File: config.mk
export PLATFORM = sky130hd
export DESIGN_NAME = base64_line_encoder
export DESIGN_NICKNAME = d
export VERILOG_FILES = /design/src/hdl/b64le_pkg.sv /design/src/hdl/b64le_front.sv /design/src/hdl/b64le_queue.sv /design/src/hdl/b64le_back.sv /design/src/hdl/base64_line_encoder.sv
export SDC_FILE = /design/constraint.sdc
export NUM_CORES = 1
export LEC_CHECK = 0
export BUFFER_PORTS_ARGS = -buffer_cell sky130_fd_sc_hd__buf_4
export CORE_UTILIZATION = 42
export CTS_CLUSTER_DIAMETER = 50
export DETAILED_ROUTE_END_ITERATION = 10
export GPL_ROUTABILITY_DRIVEN = 0
export PLACE_DENSITY = 0.66
export SYNTH_ARGS = -nofsm -noshare
export SYNTH_HDL_FRONTEND = slang
export SYNTH_SLANG_ARGS = --single-unit
File: constraint.sdc
create_clock -name clk -period 4.05 [get_ports clk]
set_input_delay 1.215 -clock clk [delete_from_list [all_inputs] [get_ports clk]]
set_output_delay 1.215 -clock clk [all_outputs]
set_load 0.01 [all_outputs]
File: src/hdl/b64le_pkg.sv
// Shared types, constants and the symbol table of the base64 line encoder.
// No dependencies; every other file of the block uses this package.
`default_nettype none

package b64le_pkg;

  // Job queue between front and back
  localparam int QUEUE_DEPTH = 4;

  // Configuration port
  localparam int CFG_ADDR_W = 3;
  localparam int CFG_DATA_W = 32;
  localparam logic REG_CHUNK_BYTES = 1'b0;   // register index, from paddr[2]
  localparam logic [7:0] CHUNK_RESET = 8'd54;

  // Special characters
  localparam logic [7:0] CHAR_CR  = 8'h0D;
  localparam logic [7:0] CHAR_LF  = 8'h0A;
  localparam logic [7:0] CHAR_PAD = 8'h3D;   // '='

  // Character slots within one job: four group slots, then CR and LF
  localparam logic [2:0] SLOT_GROUP_END = 3'd3;
  localparam logic [2:0] SLOT_LF        = 3'd5;

  typedef struct packed {
    logic [7:0] data_byte;
    logic       last_byte;
  } in_item_t;

  typedef struct packed {
    logic [7:0] out_char;
    logic       out_last;
  } out_item_t;

  // One encode job: a group of three bytes (zero-filled), its pad count,
  // whether CR LF follows, and whether it ends the stream.
  typedef struct packed {
    logic [23:0] triple;
    logic [1:0]  pads;
    logic        crlf;
    logic        last;
  } job_t;

  typedef struct packed {
    logic full;
    logic empty;
  } q_stat_t;

  // Standard alphabet: A-Z a-z 0-9 + /
  function automatic logic [7:0] b64_char(input logic [5:0] v);
    logic [7:0] v8;
    logic [7:0] c;
    v8 = {2'b00, v};
    if (v8 < 8'd26) begin
      c = 8'h41 + v8;
    end else if (v8 < 8'd52) begin
      c = 8'h61 + (v8 - 8'd26);
    end else if (v8 < 8'd62) begin
      c = 8'h30 + (v8 - 8'd52);
    end else if (v8 == 8'd62) begin
      c = 8'h2B;
    end else begin
      c = 8'h2F;
    end
    return c;
  endfunction

endpackage

`default_nettype wire

File: src/hdl/b64le_front.sv
// Front end: accepts bytes, collects groups of three, tracks line length
// and issues encode jobs. Depends on b64le_pkg.
`default_nettype none

module b64le_front (
  input  wire logic               clk,
  input  wire logic               rst_n,
  input  wire b64le_pkg::in_item_t in_data,
  input  wire logic               push,
  input  wire b64le_pkg::q_stat_t q_stat,
  input  wire logic [7:0]         chunk_bytes,
  output logic                    job_push,
  output b64le_pkg::job_t         job
);

  logic [15:0] held_r, held_nxt;
  logic [1:0]  fill_r, fill_nxt;
  logic [7:0]  line_r, line_nxt;
  logic        accept;
  logic        close;
  logic        wrap_on;
  logic [7:0]  line_inc;

  assign accept   = push && !q_stat.full;
  assign wrap_on  = (chunk_bytes != 8'd0);
  assign line_inc = wrap_on ? (line_r + 8'd1) : 8'd0;
  assign close    = in_data.last_byte || (wrap_on && (line_inc >= chunk_bytes));

  always_comb begin
    held_nxt   = held_r;
    fill_nxt   = fill_r;
    line_nxt   = line_r;
    job_push   = 1'b0;
    job.triple = 24'd0;
    job.pads   = 2'd0;
    job.crlf   = close && wrap_on;
    job.last   = in_data.last_byte;
    if (accept) begin
      line_nxt = line_inc;
      if (fill_r == 2'd2) begin
        // group complete: always emit
        job.triple = {held_r, in_data.data_byte};
        job.pads   = 2'd0;
        job_push   = 1'b1;
        held_nxt   = 16'd0;
        fill_nxt   = 2'd0;
      end else if (fill_r == 2'd1) begin
        job.triple = {held_r[15:8], in_data.data_byte, 8'd0};
        job.pads   = 2'd1;
        job_push   = close;
        held_nxt   = {held_r[15:8], in_data.data_byte};
        fill_nxt   = 2'd2;
      end else begin
        job.triple = {in_data.data_byte, 16'd0};
        job.pads   = 2'd2;
        job_push   = close;
        held_nxt   = {in_data.data_byte, 8'd0};
        fill_nxt   = 2'd1;
      end
      if (close) begin
        held_nxt = 16'd0;
        fill_nxt = 2'd0;
        line_nxt = 8'd0;
      end
    end
  end

  always_ff @(posedge clk) begin
    if (!rst_n) begin
      held_r <= 16'd0;
      fill_r <= 2'd0;
      line_r <= 8'd0;
    end else begin
      held_r <= held_nxt;
      fill_r <= fill_nxt;
      line_r <= line_nxt;
    end
  end

endmodule

`default_nettype wire

File: src/hdl/b64le_queue.sv
// Short job queue that decouples the front end from the character back end.
// Depends on b64le_pkg for the job and status types.
`default_nettype none

module b64le_queue #(
  parameter int DEPTH = b64le_pkg::QUEUE_DEPTH
) (
  input  wire logic              clk,
  input  wire logic              rst_n,
  input  wire logic              wr_en,
  input  wire b64le_pkg::job_t   wr_job,
  input  wire logic              rd_en,
  output b64le_pkg::job_t        rd_job,
  output b64le_pkg::q_stat_t     q_stat
);

  localparam int PW = (DEPTH > 1) ? $clog2(DEPTH) : 1;
  localparam int CW = $clog2(DEPTH + 1);

  b64le_pkg::job_t slot_r [DEPTH];
  logic [PW-1:0] wp_r, rp_r;
  logic [CW-1:0] cnt_r;
  logic          do_wr, do_rd;

  assign q_stat.full  = (cnt_r == CW'(DEPTH));
  assign q_stat.empty = (cnt_r == CW'(0));
  assign do_wr  = wr_en && !q_stat.full;
  assign do_rd  = rd_en && !q_stat.empty;
  assign rd_job = slot_r[rp_r];

  function automatic logic [PW-1:0] ptr_inc(input logic [PW-1:0] p);
    return (p == PW'(DEPTH - 1)) ? PW'(0) : p + PW'(1);
  endfunction

  always_ff @(posedge clk) begin
    if (do_wr) begin
      slot_r[wp_r] <= wr_job;
    end
  end

  always_ff @(posedge clk) begin
    if (!rst_n) begin
      wp_r  <= '0;
      rp_r  <= '0;
      cnt_r <= '0;
    end else begin
      if (do_wr) begin
        wp_r <= ptr_inc(wp_r);
      end
      if (do_rd) begin
        rp_r <= ptr_inc(rp_r);
      end
      if (do_wr && !do_rd) begin
        cnt_r <= cnt_r + CW'(1);
      end else if (do_rd && !do_wr) begin
        cnt_r <= cnt_r - CW'(1);
      end
    end
  end

endmodule

`default_nettype wire

File: src/hdl/b64le_back.sv
// Back end: walks the head job one character per cycle into the output
// register when free or popped; uses b64le_pkg types, constants, alphabet.
`default_nettype none

module b64le_back (
  input  wire logic               clk,
  input  wire logic               rst_n,
  input  wire b64le_pkg::job_t    job,
  input  wire b64le_pkg::q_stat_t q_stat,
  output logic                    job_pop,
  output b64le_pkg::out_item_t    out_data,
  output logic                    empty,
  input  wire logic               pop
);

  logic [2:0]           slot_r, slot_nxt;
  logic                 valid_r, valid_nxt;
  b64le_pkg::out_item_t item_r, item_nxt;
  logic                 advance;
  logic                 is_end;
  logic [5:0]           sym;
  logic [2:0]           pad_sum;
  logic [7:0]           ch;

  assign advance = !q_stat.empty && (!valid_r || pop);
  assign is_end  = job.crlf ? (slot_r == b64le_pkg::SLOT_LF)
                            : (slot_r == b64le_pkg::SLOT_GROUP_END);
  assign job_pop = advance && is_end;
  assign pad_sum = {1'b0, slot_r[1:0]} + {1'b0, job.pads};

  always_comb begin
    case (slot_r[1:0])
      2'd0:    sym = job.triple[23:18];
      2'd1:    sym = job.triple[17:12];
      2'd2:    sym = job.triple[11:6];
      default: sym = job.triple[5:0];
    endcase
    if (slot_r[2]) begin
      ch = slot_r[0] ? b64le_pkg::CHAR_LF : b64le_pkg::CHAR_CR;
    end else if (pad_sum >= 3'd4) begin
      ch = b64le_pkg::CHAR_PAD;
    end else begin
      ch = b64le_pkg::b64_char(sym);
    end
  end

  always_comb begin
    slot_nxt  = slot_r;
    valid_nxt = valid_r;
    item_nxt  = item_r;
    if (advance) begin
      item_nxt.out_char = ch;
      item_nxt.out_last = job.last && is_end;
      valid_nxt         = 1'b1;
      slot_nxt          = is_end ? 3'd0 : slot_r + 3'd1;
    end else if (pop) begin
      valid_nxt = 1'b0;
    end
  end

  always_ff @(posedge clk) begin
    if (!rst_n) begin
      slot_r  <= 3'd0;
      valid_r <= 1'b0;
    end else begin
      slot_r  <= slot_nxt;
      valid_r <= valid_nxt;
    end
  end

  always_ff @(posedge clk) begin
    item_r <= item_nxt;
  end

  assign out_data = item_r;
  assign empty    = !valid_r;

endmodule

`default_nettype wire

File: src/hdl/base64_line_encoder.sv
// Base64 line encoder. Throughput: one byte per cycle in while the job queue
// has room, one character per cycle out while the output register is empty
// or popped; the back end's one-character-per-cycle serializer sets the rate,
// four characters per three bytes plus CR LF per line. Reset (rst_n low,
// synchronous) clears group, line and queue state and sets chunk_bytes to 54.
`default_nettype none

module base64_line_encoder #(
  parameter int QUEUE_DEPTH = b64le_pkg::QUEUE_DEPTH
) (
  input  wire logic                                clk,
  input  wire logic                                rst_n,
  // input transaction channel
  input  wire b64le_pkg::in_item_t                 in_data,
  input  wire logic                                push,
  output logic                                     full,
  // result transaction channel
  output b64le_pkg::out_item_t                     out_data,
  output logic                                     empty,
  input  wire logic                                pop,
  // configuration port
  input  wire logic                                psel,
  input  wire logic                                penable,
  input  wire logic                                pwrite,
  input  wire logic [b64le_pkg::CFG_ADDR_W-1:0]    paddr,
  input  wire logic [b64le_pkg::CFG_DATA_W-1:0]    pwdata,
  output logic [b64le_pkg::CFG_DATA_W-1:0]         prdata,
  output logic                                     pready
);

  logic [7:0]         chunk_r;
  logic               cfg_wr;
  logic               job_push;
  logic               job_pop;
  b64le_pkg::job_t    job_in;
  b64le_pkg::job_t    job_head;
  b64le_pkg::q_stat_t q_stat;

  // Configuration: one register; paddr[2] picks the word, low bits are the
  // byte offset and are ignored.
  assign pready = 1'b1;
  assign cfg_wr = psel && penable && pwrite && pready
                  && (paddr[2] == b64le_pkg::REG_CHUNK_BYTES);

  always_ff @(posedge clk) begin
    if (!rst_n) begin
      chunk_r <= b64le_pkg::CHUNK_RESET;
    end else if (cfg_wr) begin
      chunk_r <= pwdata[7:0];
    end
  end

  always_comb begin
    prdata = '0;
    if (paddr[2] == b64le_pkg::REG_CHUNK_BYTES) begin
      prdata[7:0] = chunk_r;
    end
  end

  // Front end: accept bytes whenever the job queue has room, so a full queue
  // is what holds the input channel off.
  assign full = q_stat.full;

  b64le_front u_front (
    .clk         (clk),
    .rst_n       (rst_n),
    .in_data     (in_data),
    .push        (push),
    .q_stat      (q_stat),
    .chunk_bytes (chunk_r),
    .job_push    (job_push),
    .job         (job_in)
  );

  // Queue of encode jobs; each job yields four characters, or six with CR LF.
  b64le_queue #(
    .DEPTH (QUEUE_DEPTH)
  ) u_queue (
    .clk    (clk),
    .rst_n  (rst_n),
    .wr_en  (job_push),
    .wr_job (job_in),
    .rd_en  (job_pop),
    .rd_job (job_head),
    .q_stat (q_stat)
  );

  // Back end: drain the head job one character at a time into the output
  // register; advance while the register is empty or being popped.
  b64le_back u_back (
    .clk      (clk),
    .rst_n    (rst_n),
    .job      (job_head),
    .q_stat   (q_stat),
    .job_pop  (job_pop),
    .out_data (out_data),
    .empty    (empty),
    .pop      (pop)
  );

`ifndef SYNTHESIS
  // A waiting job must reach the output register on the next edge.
  assert property (@(posedge clk) disable iff (!rst_n)
    (!q_stat.empty && empty) |=> !empty)
    else $error("waiting job did not reach the output register");

  // CR is always followed at once by LF of the same job.
  assert property (@(posedge clk) disable iff (!rst_n)
    (!empty && pop && out_data.out_char == b64le_pkg::CHAR_CR)
      |=> (!empty && out_data.out_char == b64le_pkg::CHAR_LF))
    else $error("CR not followed by LF");

  // The last flag only rides on LF or on a group character.
  assert property (@(posedge clk) disable iff (!rst_n)
    (!empty && out_data.out_last) |-> (out_data.out_char != b64le_pkg::CHAR_CR))
    else $error("last flag on CR");
`endif

endmodule

`default_nettype wire

# == Word level (Yosys, flattened, before mapping) ==
# Memory sizes are Yosys's and may differ from the RTL's. A register that Yosys moved wholly into a read port is not among the register bits.
# Cells that the tools add are included.
# word_totals
reg_bits,54
ramBits,112
in_bits,51
output_inout_bits,44
wordCells,102
mem_count,1
# memory_table
name,words,width,rd,rd_clocked_by_memory_dff,wr,line,source
u_queue.slot_r,4,28,1,1,1,b64le_queue.sv:20,b64le_pkg::job_t slot_r [DEPTH];
# op_classes
add_sub_neg,12
magnitude_cmp,5
n_eq_ne,11
mux,34
bitwise_logic,1
n_reduce_logical,26
# ops
cell,count
2-to-1 mux 26 bit,3
2-to-1 mux 8 bit,8
2-to-1 mux 16 bit,3
one-hot mux 6 bit (3 select lines),1
2-to-1 mux 3 bit,5
2-to-1 mux 2 bit,7
logical AND 1 bit,13
"less-than comparator 6 bit, second input constant",2
"adder 6 x 8 -> 8 bit, first input constant",1
"adder 7 x 6 -> 8 bit, first input constant",1
"adder 7 x 8 -> 8 bit, first input constant",1
"adder 8 x 1 -> 8 bit, second input constant",1
"equality test 2 bit, second input constant",4
>= comparator 8 bit,1
nonzero test 8 bit,1
2-to-1 mux 1 bit,7
"subtractor 6 x 5 -> 7 bit, second input constant",1
"subtractor 6 x 6 -> 7 bit, second input constant",1
"adder 3 x 1 -> 3 bit, second input constant",2
"equality test 3 bit, second input constant",2
"equality test 6 bit, second input constant",1
"less-than comparator 6 x 5 -> 1 bit, second input constant",1
logical NOT 1 bit,5
"adder 2 x 1 -> 2 bit, second input constant",2
12 further kinds,15

# == Logic depth before layout (Yosys ltp) ==
# Gate-level depths: netlist of the first run.
# logic_depth
word_depth,12
ltp_mapped,18
depth_no_buf,17

# == Hierarchy ==
# From an unflattened synthesis of the first run, not the netlist that was laid out.
# unflattened
hier_cells,608
hier_area_um2,8135.3
# modules_own_cells
mod,instances,cells_each,area_each_um2,seq_area_each_um2
b64le_queue,1,197,4570.6,3543.4
b64le_front,1,199,1654.1,520.5
b64le_back,1,142,1300.0,350.3
base64_line_encoder,1,70,610.6,160.2

# == Least setup slack after synthesis of the first run ==
# OpenSTA, ideal clock, no wires.
# synth_path
path_kind,reg2reg
from,register u_back.slot_r[0]
to,"register u_back.item_r (netlist bit u_back.out_data[7]), data pin"
setup_ns,0.263
arrival_ns,3.312
t_required_ns,3.787
setup_slack_ns,0.475
path_stages_with_launch,15
n_path_buf,0
synth_period_minus_slack_ns,3.575
cell_sequence,dfxtp_1 inv_1 ha_1 nor2b_1 a222oi_1 a31oi_1 inv_1 ha_1 o41ai_2 a21oi_1 ha_1 xnor2_1 a21o_1 a211oi_1 nor3_1
# synth_via
elab_chain_cells,9
word_cells_on_any_way,19
classes_between,add/sub (6); order compare (4); eq/ne (2); mux (6); reduce/logical (1)
# synth_rtl
element,line,source
from (decl),b64le_back.sv:16,"logic [2:0] slot_r, slot_nxt;"
from (signal assigned),b64le_back.sv:66,slot_r <= slot_nxt;
"equality test 2 bit, or another cell as far along",b64le_back.sv:32,case (slot_r[1:0])
one-hot mux 6 bit (3 select lines),b64le_back.sv:32,
subtractor 6 x 6 -> 7 bit,b64le_pkg.sv:59,c = 8'h30 + (v8 - 8'd52);
adder 6 x 8 -> 8 bit,b64le_pkg.sv:59,
2-to-1 mux 8 bit,b64le_pkg.sv:58,end else if (v8 < 8'd62) begin
2-to-1 mux 8 bit,b64le_pkg.sv:56,end else if (v8 < 8'd52) begin
2-to-1 mux 8 bit,b64le_pkg.sv:54,if (v8 < 8'd26) begin
2-to-1 mux 8 bit (*),b64le_back.sv:40,end else if (pad_sum >= 3'd4) begin
2-to-1 mux 8 bit (*),b64le_back.sv:38,if (slot_r[2]) begin
to (signal assigned),b64le_back.sv:72,item_r <= item_nxt;
to (decl),b64le_back.sv:18,"b64le_pkg::out_item_t item_r, item_nxt;"
# Mark *: on every way between the ends. The rest lies on a longest branch, timed or not.
# A chain may end at the register's enable or synchronous reset.

# == Worst setup path after layout of the first run ==
# layout_path
from,register u_back.slot_r[1]
to,"register u_back.item_r (netlist bit u_back.out_data[7]), data pin"
# The elaborated chain is that of the path after synthesis.

==> impl_metrics.tcl, run 1 <==
set metrics [dict create \
    dieWidth_um 141.1 \
    finalMaxSlewViolations 0 \
    p_per_area_nw_per_um2 494.5 \
    critPathBufInv 2 \
    clock_power_share_pct 35.7 \
    core_area_um2 18830 \
    wirelength_mm 16.47 \
    synth_area_leader_cell "edfxtp_1" \
    synth_edf_count 121 \
    avgSynthCellArea_um2 12.46 \
    synth_seq_cells 168 \
    antenna_found_initial 0 \
    clock_sinks 168 \
    relSlewSlack_pct 32.38 \
    power_frac_seq_pct 43.4 \
    async_flop_share_pct 0 \
    setup_viol 0 \
    crit_arrival_ns 3.86 \
    n_fill_cell 1624 \
    die_height_um 141.1 \
    io_buffers 43 \
    critPathSlowestCell "a222oi_1" \
    antenna_left 0 \
    worstPathCellList "inv_1, ha_1, buf_4, and2_1, a222oi_1, a31oi_4, o21ai_1, a21oi_1, ha_1, xnor2_1, a21o_1, a211oi_1, nor3_1" \
    wl_per_cell_um 16.87 \
    ys_top_cells_by_area "edfxtp_1, dfxtp_1, ha_1" \
    final.setup.tns_ns 0 \
    hold_violations 0 \
    irDropWorstVdd_uv 353.2 \
    post-route-util_pct 49.24 \
    drt_first_pass_iters 5 \
    ys_types 66 \
    syn_to_final_growth_pct 14.14 \
    switchingPower_mw 1.258 \
    dieArea_um2 19900 \
    grtUsageTotal_pct 17.55 \
    antennaDiodeCount 0 \
    reg2reg_from "u_back.slot_r[1]" \
    power_switching_share_pct 27.44 \
    hp-class "flop to flop" \
    p_int_mw 3.327 \
    worstPathMaxFanout 8 \
    initial_core_util_pct 43.14 \
    cts_setup_buffers 0 \
    nets 789 \
    path_clk_slew_ns 0.07 \
    synthFlopType "edfxtp_1" \
    netlist_area_um2 8123 \
    grt_max_degree 43 \
    globalRouteOverflowTotal 0 \
    critical_path_class "flop to flop" \
    clk-insertion-delay-late_ns 0.43 \
    num_rows 50 \
    start_kind "flop" \
    hpwl_mm 11.62 \
    worstSetupEndpointType "flop" \
    via_per_inst 5.370 \
    rsz0062_at_grt "no" \
    vias 5241 \
    cts_max_path_buffers 2 \
    htreeDepth 4 \
    grt_pass1_wl_mm 26.61 \
    cts_hold_buf 0 \
    crit_required_ns 4.21 \
    drtIter0Drc 423 \
    power_frac_comb_pct 20.9 \
    critPathLaunch "u_back.slot_r[1]" \
    numCtsBuffers 17 \
    worstMarginPinSlew_ns 1.012 \
    yosys_warnings 0 \
    drc 0 \
    outcome "completed" \
    clock_skew_ns 0.01324 \
    dp.cells 944 \
    post-route-min-period_ns 3.695 \
    ys_seq_area_share_pct 56.32 \
    max_freq_mhz 270.6 \
    path_delay_family "compound AO/OA/AOI/OAI gates" \
    cts_root_buffer "clkbuf_16" \
    cts_tree "yes" \
    period_share_pct 91.24 \
    grt_pass1_vias 5158 \
    synthCells 652 \
    final_cells 976 \
    cp_slowest_stage_delay_ns 0.63 \
    ios 95 \
    netlist.area_leader.share_pct 44.73 \
    min_from "u_front.held_r[0]" \
    ctsResizeCount 0 \
    leakagePower_nw 3.446 \
    drive_gt1_share_pct 19.97 \
    drv_cap 0 \
    crit_top_cell "ha_1" \
]
## sequential cells by signal, summed over array words and instances (netlist names), named ones only
name             count
u_front.line_r       8
u_back.out_data      9
u_back.valid_r       1
chunk_r              8
u_front.fill_r       2
u_queue.rp_r         2
u_queue.slot_r     112
u_queue.cnt_r        3
u_back.slot_r        3
u_front.held_r      16
u_queue.wp_r         2
## metal layers
metal / GRT usage, % / share of wire (%) / wire, um / vias up
met4: 6.751 / 2.0 / 333 / 0
met1: 22.31 / 44 / 7194 / 2544
li1: - / - / - / 2484
met3: 3.499 / 5.3 / 865 / 28
met2: 29.52 / 49 / 8074 / 185
met5: 0 / 0 / 0 / -
## synth_stat cells, types with 9 or more instances
cell type and n:
edfxtp_1 121, nand2_1 57, dfxtp_1 47, a21oi_1 40, nor2_1 37, ha_1 34, buf_4 28, mux2_2 25
inv_1 24, and3_1 17, clkbuf_1 17, nand3_1 16, mux4_2 14, a22oi_1 13, nor2b_1 12, and2_1 11
xor2_1 9
## layout make-up
class,count,area (um2),share of cell area (%)
Timing Repair Buffer,62,478.0,5.155
Clock inverter,15,175.2,1.889
Multi-Input combinational cell,429,3199,34.51
Tap cell,260,325.3,3.509
Clock buffer,17,425.4,4.588
Sequential cell,168,4574,49.34
Inverter,25,93.84,1.012
## through the flow
stage	total power [mW]	cell area (um2)	setup slack, ns	hold slack [ns]
after floorplan	2.693	8209	0.4754	0.4423
after global placement	2.953	8671	0.3922	0.4485
after detailed placement	2.985	8671	0.3821	0.4586
after CTS	4.623	9271	0.3639	0.4733
after global routing	4.793	9271	0.1037	0.4880
final	4.585	9271	0.3548	0.4696
## power by group through the flow
stage,clock network (mW),registers (mW),logic [mW]
after floorplan,0,2.04,0.651
after global placement,0,2.02,0.930
after detailed placement,0,2.03,0.957
after CTS,1.67,1.99,0.962
after global routing,1.74,2.00,1.06
final,1.63,1.99,0.959
## worst paths after layout
kind / to / slack, ns / cells past startpoint
setup / recovery: u_back.out_data[7] / 0.35 / 13
hold / removal: u_front.held_r[0] / 0.47 / 1
setup reg to reg: u_back.out_data[7] / 0.35 / 13
hold reg to reg: u_front.held_r[0] / 0.47 / 1
## cell families after synthesis
family	count (synthesis)	synth area share, %
AND/OR/NAND/NOR	175	10.51
multiplexers	47	8.426
adder cells (fa/ha/maj)	35	5.484
AO/OA/AOI/OAI	129	11.78
buffers and inverters	78	5.360
other	2	0.09246
flip-flops	168	56.32
XOR/XNOR	18	2.033
## cells in the final DEF, fill, tap and decap left out, types with 3 or more instances in the layout
master | synthesis | routed
edfxtp_1 | 121 | 121
buf_4 | 28 | 61
nand2_1 | 57 | 57
dfxtp_1 | 47 | 47
a21oi_1 | 40 | 40
nor2_1 | 37 | 37
ha_1 | 34 | 34
mux2_2 | 25 | 25
conb_1 | 2 | 25
inv_1 | 24 | 24
and3_1 | 17 | 17
clkbuf_16 | 0 | 17
nand3_1 | 16 | 16
mux4_2 | 14 | 14
a22oi_1 | 13 | 13
nor2b_1 | 12 | 12
and2_1 | 11 | 11
xor2_1 | 9 | 9
o21ai_0 | 8 | 8
xnor2_1 | 8 | 8
a32o_1 | 8 | 8
a221oi_1 | 8 | 8
nand2b_1 | 7 | 7
a21o_1 | 7 | 7
a22o_1 | 7 | 7
a222oi_1 | 6 | 6
mux2i_1 | 5 | 5
o211ai_1 | 5 | 5
nor4_1 | 4 | 4
inv_6 | 0 | 4
nor3_1 | 3 | 3
o21a_1 | 3 | 3
bufinv_16 | 0 | 3
clkinvlp_4 | 0 | 3
clkinv_2 | 0 | 3
Power figures use the tool's default switching activity.
==> run 2: changes to the inputs <==
Settings changed: CAP_MARGIN from default to 20, RECOVER_POWER from default to 50.
==> run 2 against run 1 <==
Effect of this change:
- fmax is 1.2% lower
- global-route usage did not move
- total power down 0.73%
- sequential cell count did not move
- routed wire length grew 0.55%
- design area fell by 1.1%
- critical path depth up 4
- non-clock buffer count unchanged
- register-to-register slack worse by 0.04 ns
- hold slack is essentially flat
- combinational power down 3.3%
- first-iteration DRC count is 0.71% lower
- largest cell class unchanged
==> impl_metrics.tcl, run 2 (same netlist as run 1, synthesis figures left out) <==
set metrics [dict create \
    outcome "completed" \
    regMostFlops "u_queue.slot_r" \
    crit_required_ns 4.40 \
    finalMaxSlewViolations 0 \
    dieArea_um2 19900 \
    path_clk_slew_ns 0.06 \
    vias 5259 \
    nets 789 \
    hp-class "flop to flop" \
    power_frac_seq_pct 43.7 \
    irDropWorstVdd_uv 353.5 \
    hpwl_mm 11.62 \
    clock_sinks 168 \
    power_switching_share_pct 27.69 \
    via_per_inst 5.388 \
    rsz0062_at_grt "no" \
    max_freq_mhz 267.4 \
    clock_power_share_pct 35.9 \
    die_height_um 141.1 \
    cts_max_path_buffers 2 \
    register_area_um2 4574 \
    power_frac_comb_pct 20.4 \
    antennaDiodeCount 0 \
    core_area_um2 18830 \
    crit_arrival_ns 4.09 \
    p_int_mw 3.291 \
    numCtsBuffers 17 \
    hold_violations 0 \
    cts_tree "yes" \
    final.setup.tns_ns 0 \
    place_area_um2 8671 \
    final_area_um2 9174 \
    worstPathCellList "nor4_1, and2_0, nor2_1, inv_1, ha_1, nand2b_1, a21o_1, a21o_1, a21oi_1, o211a_1, nor2_1, ha_1, inv_1, fa_1, xor2_1, or3_1, a21oi_1" \
    antenna_found_initial 0 \
    multi_input_area_um2 3199 \
    num_rows 50 \
    ios 95 \
    cts_root_buffer "clkbuf_16" \
    ctsResizeCount 0 \
    drc 0 \
    drive_gt1_share_pct 16.34 \
    start_kind "flop" \
    clock_skew_ns 0.01291 \
    worstSetupEndpointType "flop" \
    critPathBufInv 2 \
    antenna_left 0 \
    grtUsageTotal_pct 17.55 \
    relSlewSlack_pct 31.41 \
    syn_to_final_growth_pct 12.94 \
    largest_reg_flops 112 \
    grt_max_degree 43 \
    wirelength_mm 16.56 \
    drv_cap 0 \
    critPathSlowestCell "and2_0" \
    leakagePower_nw 3.346 \
    critical_path_class "flop to flop" \
    post-route-min-period_ns 3.739 \
    cts_setup_buffers 0 \
    globalRouteOverflowTotal 0 \
    io_buffers 43 \
    switchingPower_mw 1.260 \
    mostFrequentLayoutCell "edfxtp_1" \
    grt_pass1_wl_mm 26.61 \
    wl_per_cell_um 16.97 \
    clk-insertion-delay-late_ns 0.43 \
    worstMarginPinSlew_ns 1.025 \
    p_per_area_nw_per_um2 496.1 \
    initial_core_util_pct 43.14 \
    n_fill_cell 1651 \
    path_delay_family "simple AND/OR/NAND/NOR gates" \
    cp_slowest_stage_delay_ns 0.49 \
    worstPathMaxFanout 9 \
    dieWidth_um 141.1 \
    period_share_pct 92.33 \
    htreeDepth 4 \
    layout_common_cells "edfxtp_1, nand2_1, dfxtp_1" \
    post-route-util_pct 48.72 \
    drt_first_pass_iters 5 \
    setup_viol 0 \
    cts_hold_buf 0 \
    drtIter0Drc 420 \
    grt_pass1_vias 5158 \
]
-- run 2: cell count changes in the layout (fill, tap and decap cells not counted), sizes merged --
cell and change:
clkbuf +27, buf -27
-- run 2: routing by layer --
layer  global-route usage (%)  vias to the layer above  wire length [um]
met5                        0                        -                 0
met4                    6.751                        0               333
met3                    3.499                       28               910
met2                    29.52                      193              8080
met1                    22.31                     2554              7235
li1                         -                     2484                 -
-- run 2: worst register-to-register path: stages, from the launching register on --
cell      delay (ns)
dfxtp_1         0.33
nor4_1          0.33
and2_0          0.49
nor2_1          0.12
inv_1           0.08
ha_1            0.21
nand2b_1        0.13
a21o_1          0.18
a21o_1          0.17
a21oi_1         0.30
o211a_1         0.23
nor2_1          0.07
ha_1            0.20
inv_1           0.08
fa_1            0.19
xor2_1          0.09
or3_1           0.31
a21oi_1         0.15
-- run 2: layout make-up --
cell class                      instances  area share, %
Sequential cell                       168          49.86
Clock inverter                         15          1.909
Clock buffer                           17          4.637
Timing Repair Buffer                   62          4.146
Inverter                               25          1.023
Tap cell                              260          3.546
Multi-Input combinational cell        429          34.87
-- run 2: path summary, 6_finish.rpt --
path	start	endpoint	slack [ns]	cells past startpoint
hold / removal	u_front.held_r[0]	u_front.held_r[0]	0.47	1
setup / recovery	chunk_r[7]	u_queue.cnt_r[2]	0.31	17
hold reg to reg	u_front.held_r[0]	u_front.held_r[0]	0.47	1
setup reg to reg	chunk_r[7]	u_queue.cnt_r[2]	0.31	17
-- run 2: through the flow --
stage	instances	power (mW)	hold WS [ns]	worst slack (ns)
after floorplan	675	2.693	0.4423	0.4754
after global placement	944	2.953	0.4485	0.3922
after detailed placement	944	2.985	0.4586	0.3821
after CTS	976	4.623	0.4733	0.3639
after global routing	976	4.756	0.4880	0.08413
final	976	4.551	0.4696	0.3108
-- run 2: power groups by stage --
stage               registers (mW)  logic (mW)  clock network [mW]
floorplan                     2.04       0.651                   0
CTS                           1.99       0.962                1.67
detailed placement            2.03       0.957                   0
finish                        1.99       0.927                1.63
global placement              2.02       0.930                   0
global route                  2.00        1.02                1.74
==> run 3: changes to the inputs <==
Settings changed: REMOVE_ABC_BUFFERS from default to 1.
==> run 3 against run 2 <==
Effect of this change:
- critical path type unchanged
- sequential power is essentially flat
- sequential cell count is the same
- die area is the same
- critical endpoint unchanged
- non-clock buffer count is the same
- utilization grew 0.17 points
==> impl_metrics.tcl, run 3 (same netlist as run 1, synthesis figures left out) <==
set metrics [dict create \
    vias 5252 \
    gr-usage-met2_pct 29.76 \
    cts_tree "yes" \
    io_buffers 43 \
    post-route-min-period_ns 3.659 \
    drv_cap 0 \
    syn_to_final_growth_pct 13.34 \
    dp_worst_setup_slack_ns 0.4334 \
    hold_ws_ns 0.4682 \
    wl_per_cell_um 16.91 \
    clock_skew_ns 0.007719 \
    globalRouteOverflowTotal 0 \
    grt_max_degree 43 \
    largest_reg_flops 112 \
    drtIter0Drc 404 \
    hpwl_mm 11.54 \
    irDropWorstVdd_uv 291.7 \
    leakagePower_nw 3.364 \
    numCtsBuffers 17 \
    drt_first_pass_iters 5 \
    outcome "completed" \
    dp.cells 944 \
    cts_hold_buf 0 \
    worstReg2RegEnd "u_queue.cnt_r[2]" \
    finalMaxSlewViolations 0 \
    ctsResizeCount 0 \
    critical_path_class "flop to flop" \
    final_cells 976 \
    worst_slack_ns 0.3907 \
    crit_arrival_ns 4.00 \
    crit_required_ns 4.39 \
    layout_common_cells "edfxtp_1, nand2_1, dfxtp_1" \
    cts_setup_buffers 0 \
    worstPathMaxFanout 9 \
    cts_root_buffer "clkbuf_16" \
    wirelength_mm 16.51 \
    drive_gt1_share_pct 16.48 \
    nets 789 \
    grtUsageTotal_pct 17.64 \
    regMostFlops "u_queue.slot_r" \
    antenna_left 0 \
    initial_core_util_pct 43.14 \
    dieWidth_um 141.1 \
    antenna_found_initial 0 \
    rr_worst_depth 17 \
    rsz0062_at_grt "no" \
    die_height_um 141.1 \
    critPathLaunch "chunk_r[4]" \
    grtUsageMet3_pct 4.144 \
    hold_depth 1 \
    htreeDepth 4 \
    hp-class "flop to flop" \
    mostFrequentLayoutCell "edfxtp_1" \
    grtUsageMet1_pct 22.44 \
    start_kind "flop" \
    worstMarginPinSlew_ns 1.265 \
    ios 95 \
    relSlewSlack_pct 15.66 \
    reg2reg_from "chunk_r[4]" \
    antennaDiodeCount 0 \
    period_share_pct 90.35 \
    path_clk_slew_ns 0.06 \
    grt_pass1_vias 5325 \
    crit_end "u_queue.cnt_r[2]" \
    core_area_um2 18830 \
    p_per_area_nw_per_um2 501.6 \
    grt_pass1_wl_mm 27.01 \
    busiest_layer "met2" \
    clk-insertion-delay-late_ns 0.43 \
    setup_viol 0 \
    worstSetupEndpointType "flop" \
    dieArea_um2 19900 \
    clock_sinks 168 \
    hold_violations 0 \
    via_per_inst 5.381 \
    drc 0 \
    max_freq_mhz 273.3 \
    cts_max_path_buffers 2 \
    r2r_slack_ns 0.39 \
    num_rows 50 \
]
==> run 3: cell count changes in the layout (fill, tap and decap cells not counted) <==
cell / delta
bufinv_16: +1
clkinv_1: -1
clkbuf_8: +1
inv_6: -1
clkinvlp_4: -1
clkbuf_4: +1
and2_1: +1
clkinv_4: +1
and2_0: -1
buf_4: -1
==> run 3: report_power, final <==
| part | leakage, nW | switching, mW | total, mW | internal [mW] |
|---|---|---|---|---|
| Sequential | 1.48 | 0.0361 | 1.99 | 1.95 |
| Combinational | 1.58 | 0.556 | 0.924 | 0.368 |
| Clock | 0.307 | 0.652 | 1.70 | 1.05 |
==> run 3: critical path, stage by stage, from the launching register on <==
cell	delay, ns
dfxtp_1	0.31
nor4_1	0.36
and2_1	0.41
nor2_1	0.12
inv_1	0.07
ha_1	0.21
nand2b_1	0.14
a21o_1	0.18
a21o_1	0.17
a21oi_1	0.29
o211a_1	0.24
nor2_1	0.07
ha_1	0.20
inv_1	0.07
fa_1	0.18
xor2_1	0.09
or3_1	0.32
a21oi_1	0.14
==> run 3: how the worst min path moves through the flow <==
| stage | start | end | slack (ns) |
|---|---|---|---|
| 3_3_place_gp | u_front.held_r[0] | u_front.held_r[0] | 0.45 |
| 3_5_place_dp | u_front.held_r[1] | u_front.held_r[1] | 0.46 |
| 6_report | u_front.held_r[1] | u_front.held_r[1] | 0.47 |
| 5_1_grt | u_front.held_r[0] | u_front.held_r[0] | 0.49 |
| 2_1_floorplan | u_front.held_r[0] | u_front.held_r[0] | 0.44 |
| 4_1_cts | u_front.held_r[1] | u_front.held_r[1] | 0.47 |
==> run 3: layer usage <==
metal / vias to the layer above / share of wire, %
li1: 2487 / -
met1: 2579 / 46
met2: 166 / 49
met3: 20 / 4.4
met4: 0 / 0.93
met5: - / 0
==> run 3: cell type report <==
class	instances	area, um2
Fill cell	1635	9624
Sequential cell	168	4574
Multi-Input combinational cell	429	3199
Clock buffer	18	439.2
Timing Repair Buffer	62	380.4
Tap cell	260	325.3
Clock inverter	14	193.9
Inverter	25	93.84
==> run 3: stage by stage <==
stage	cell area [um2]	power [mW]	TNS, ns	utilization, %
floorplan	7868	2.667	-0.1195	-
global placement	8671	2.951	0	46.05
detailed placement	8671	2.982	0	46.05
CTS	9304	4.683	0	49.41
global route	9206	4.828	0	48.89
finish	9206	4.618	0	48.89
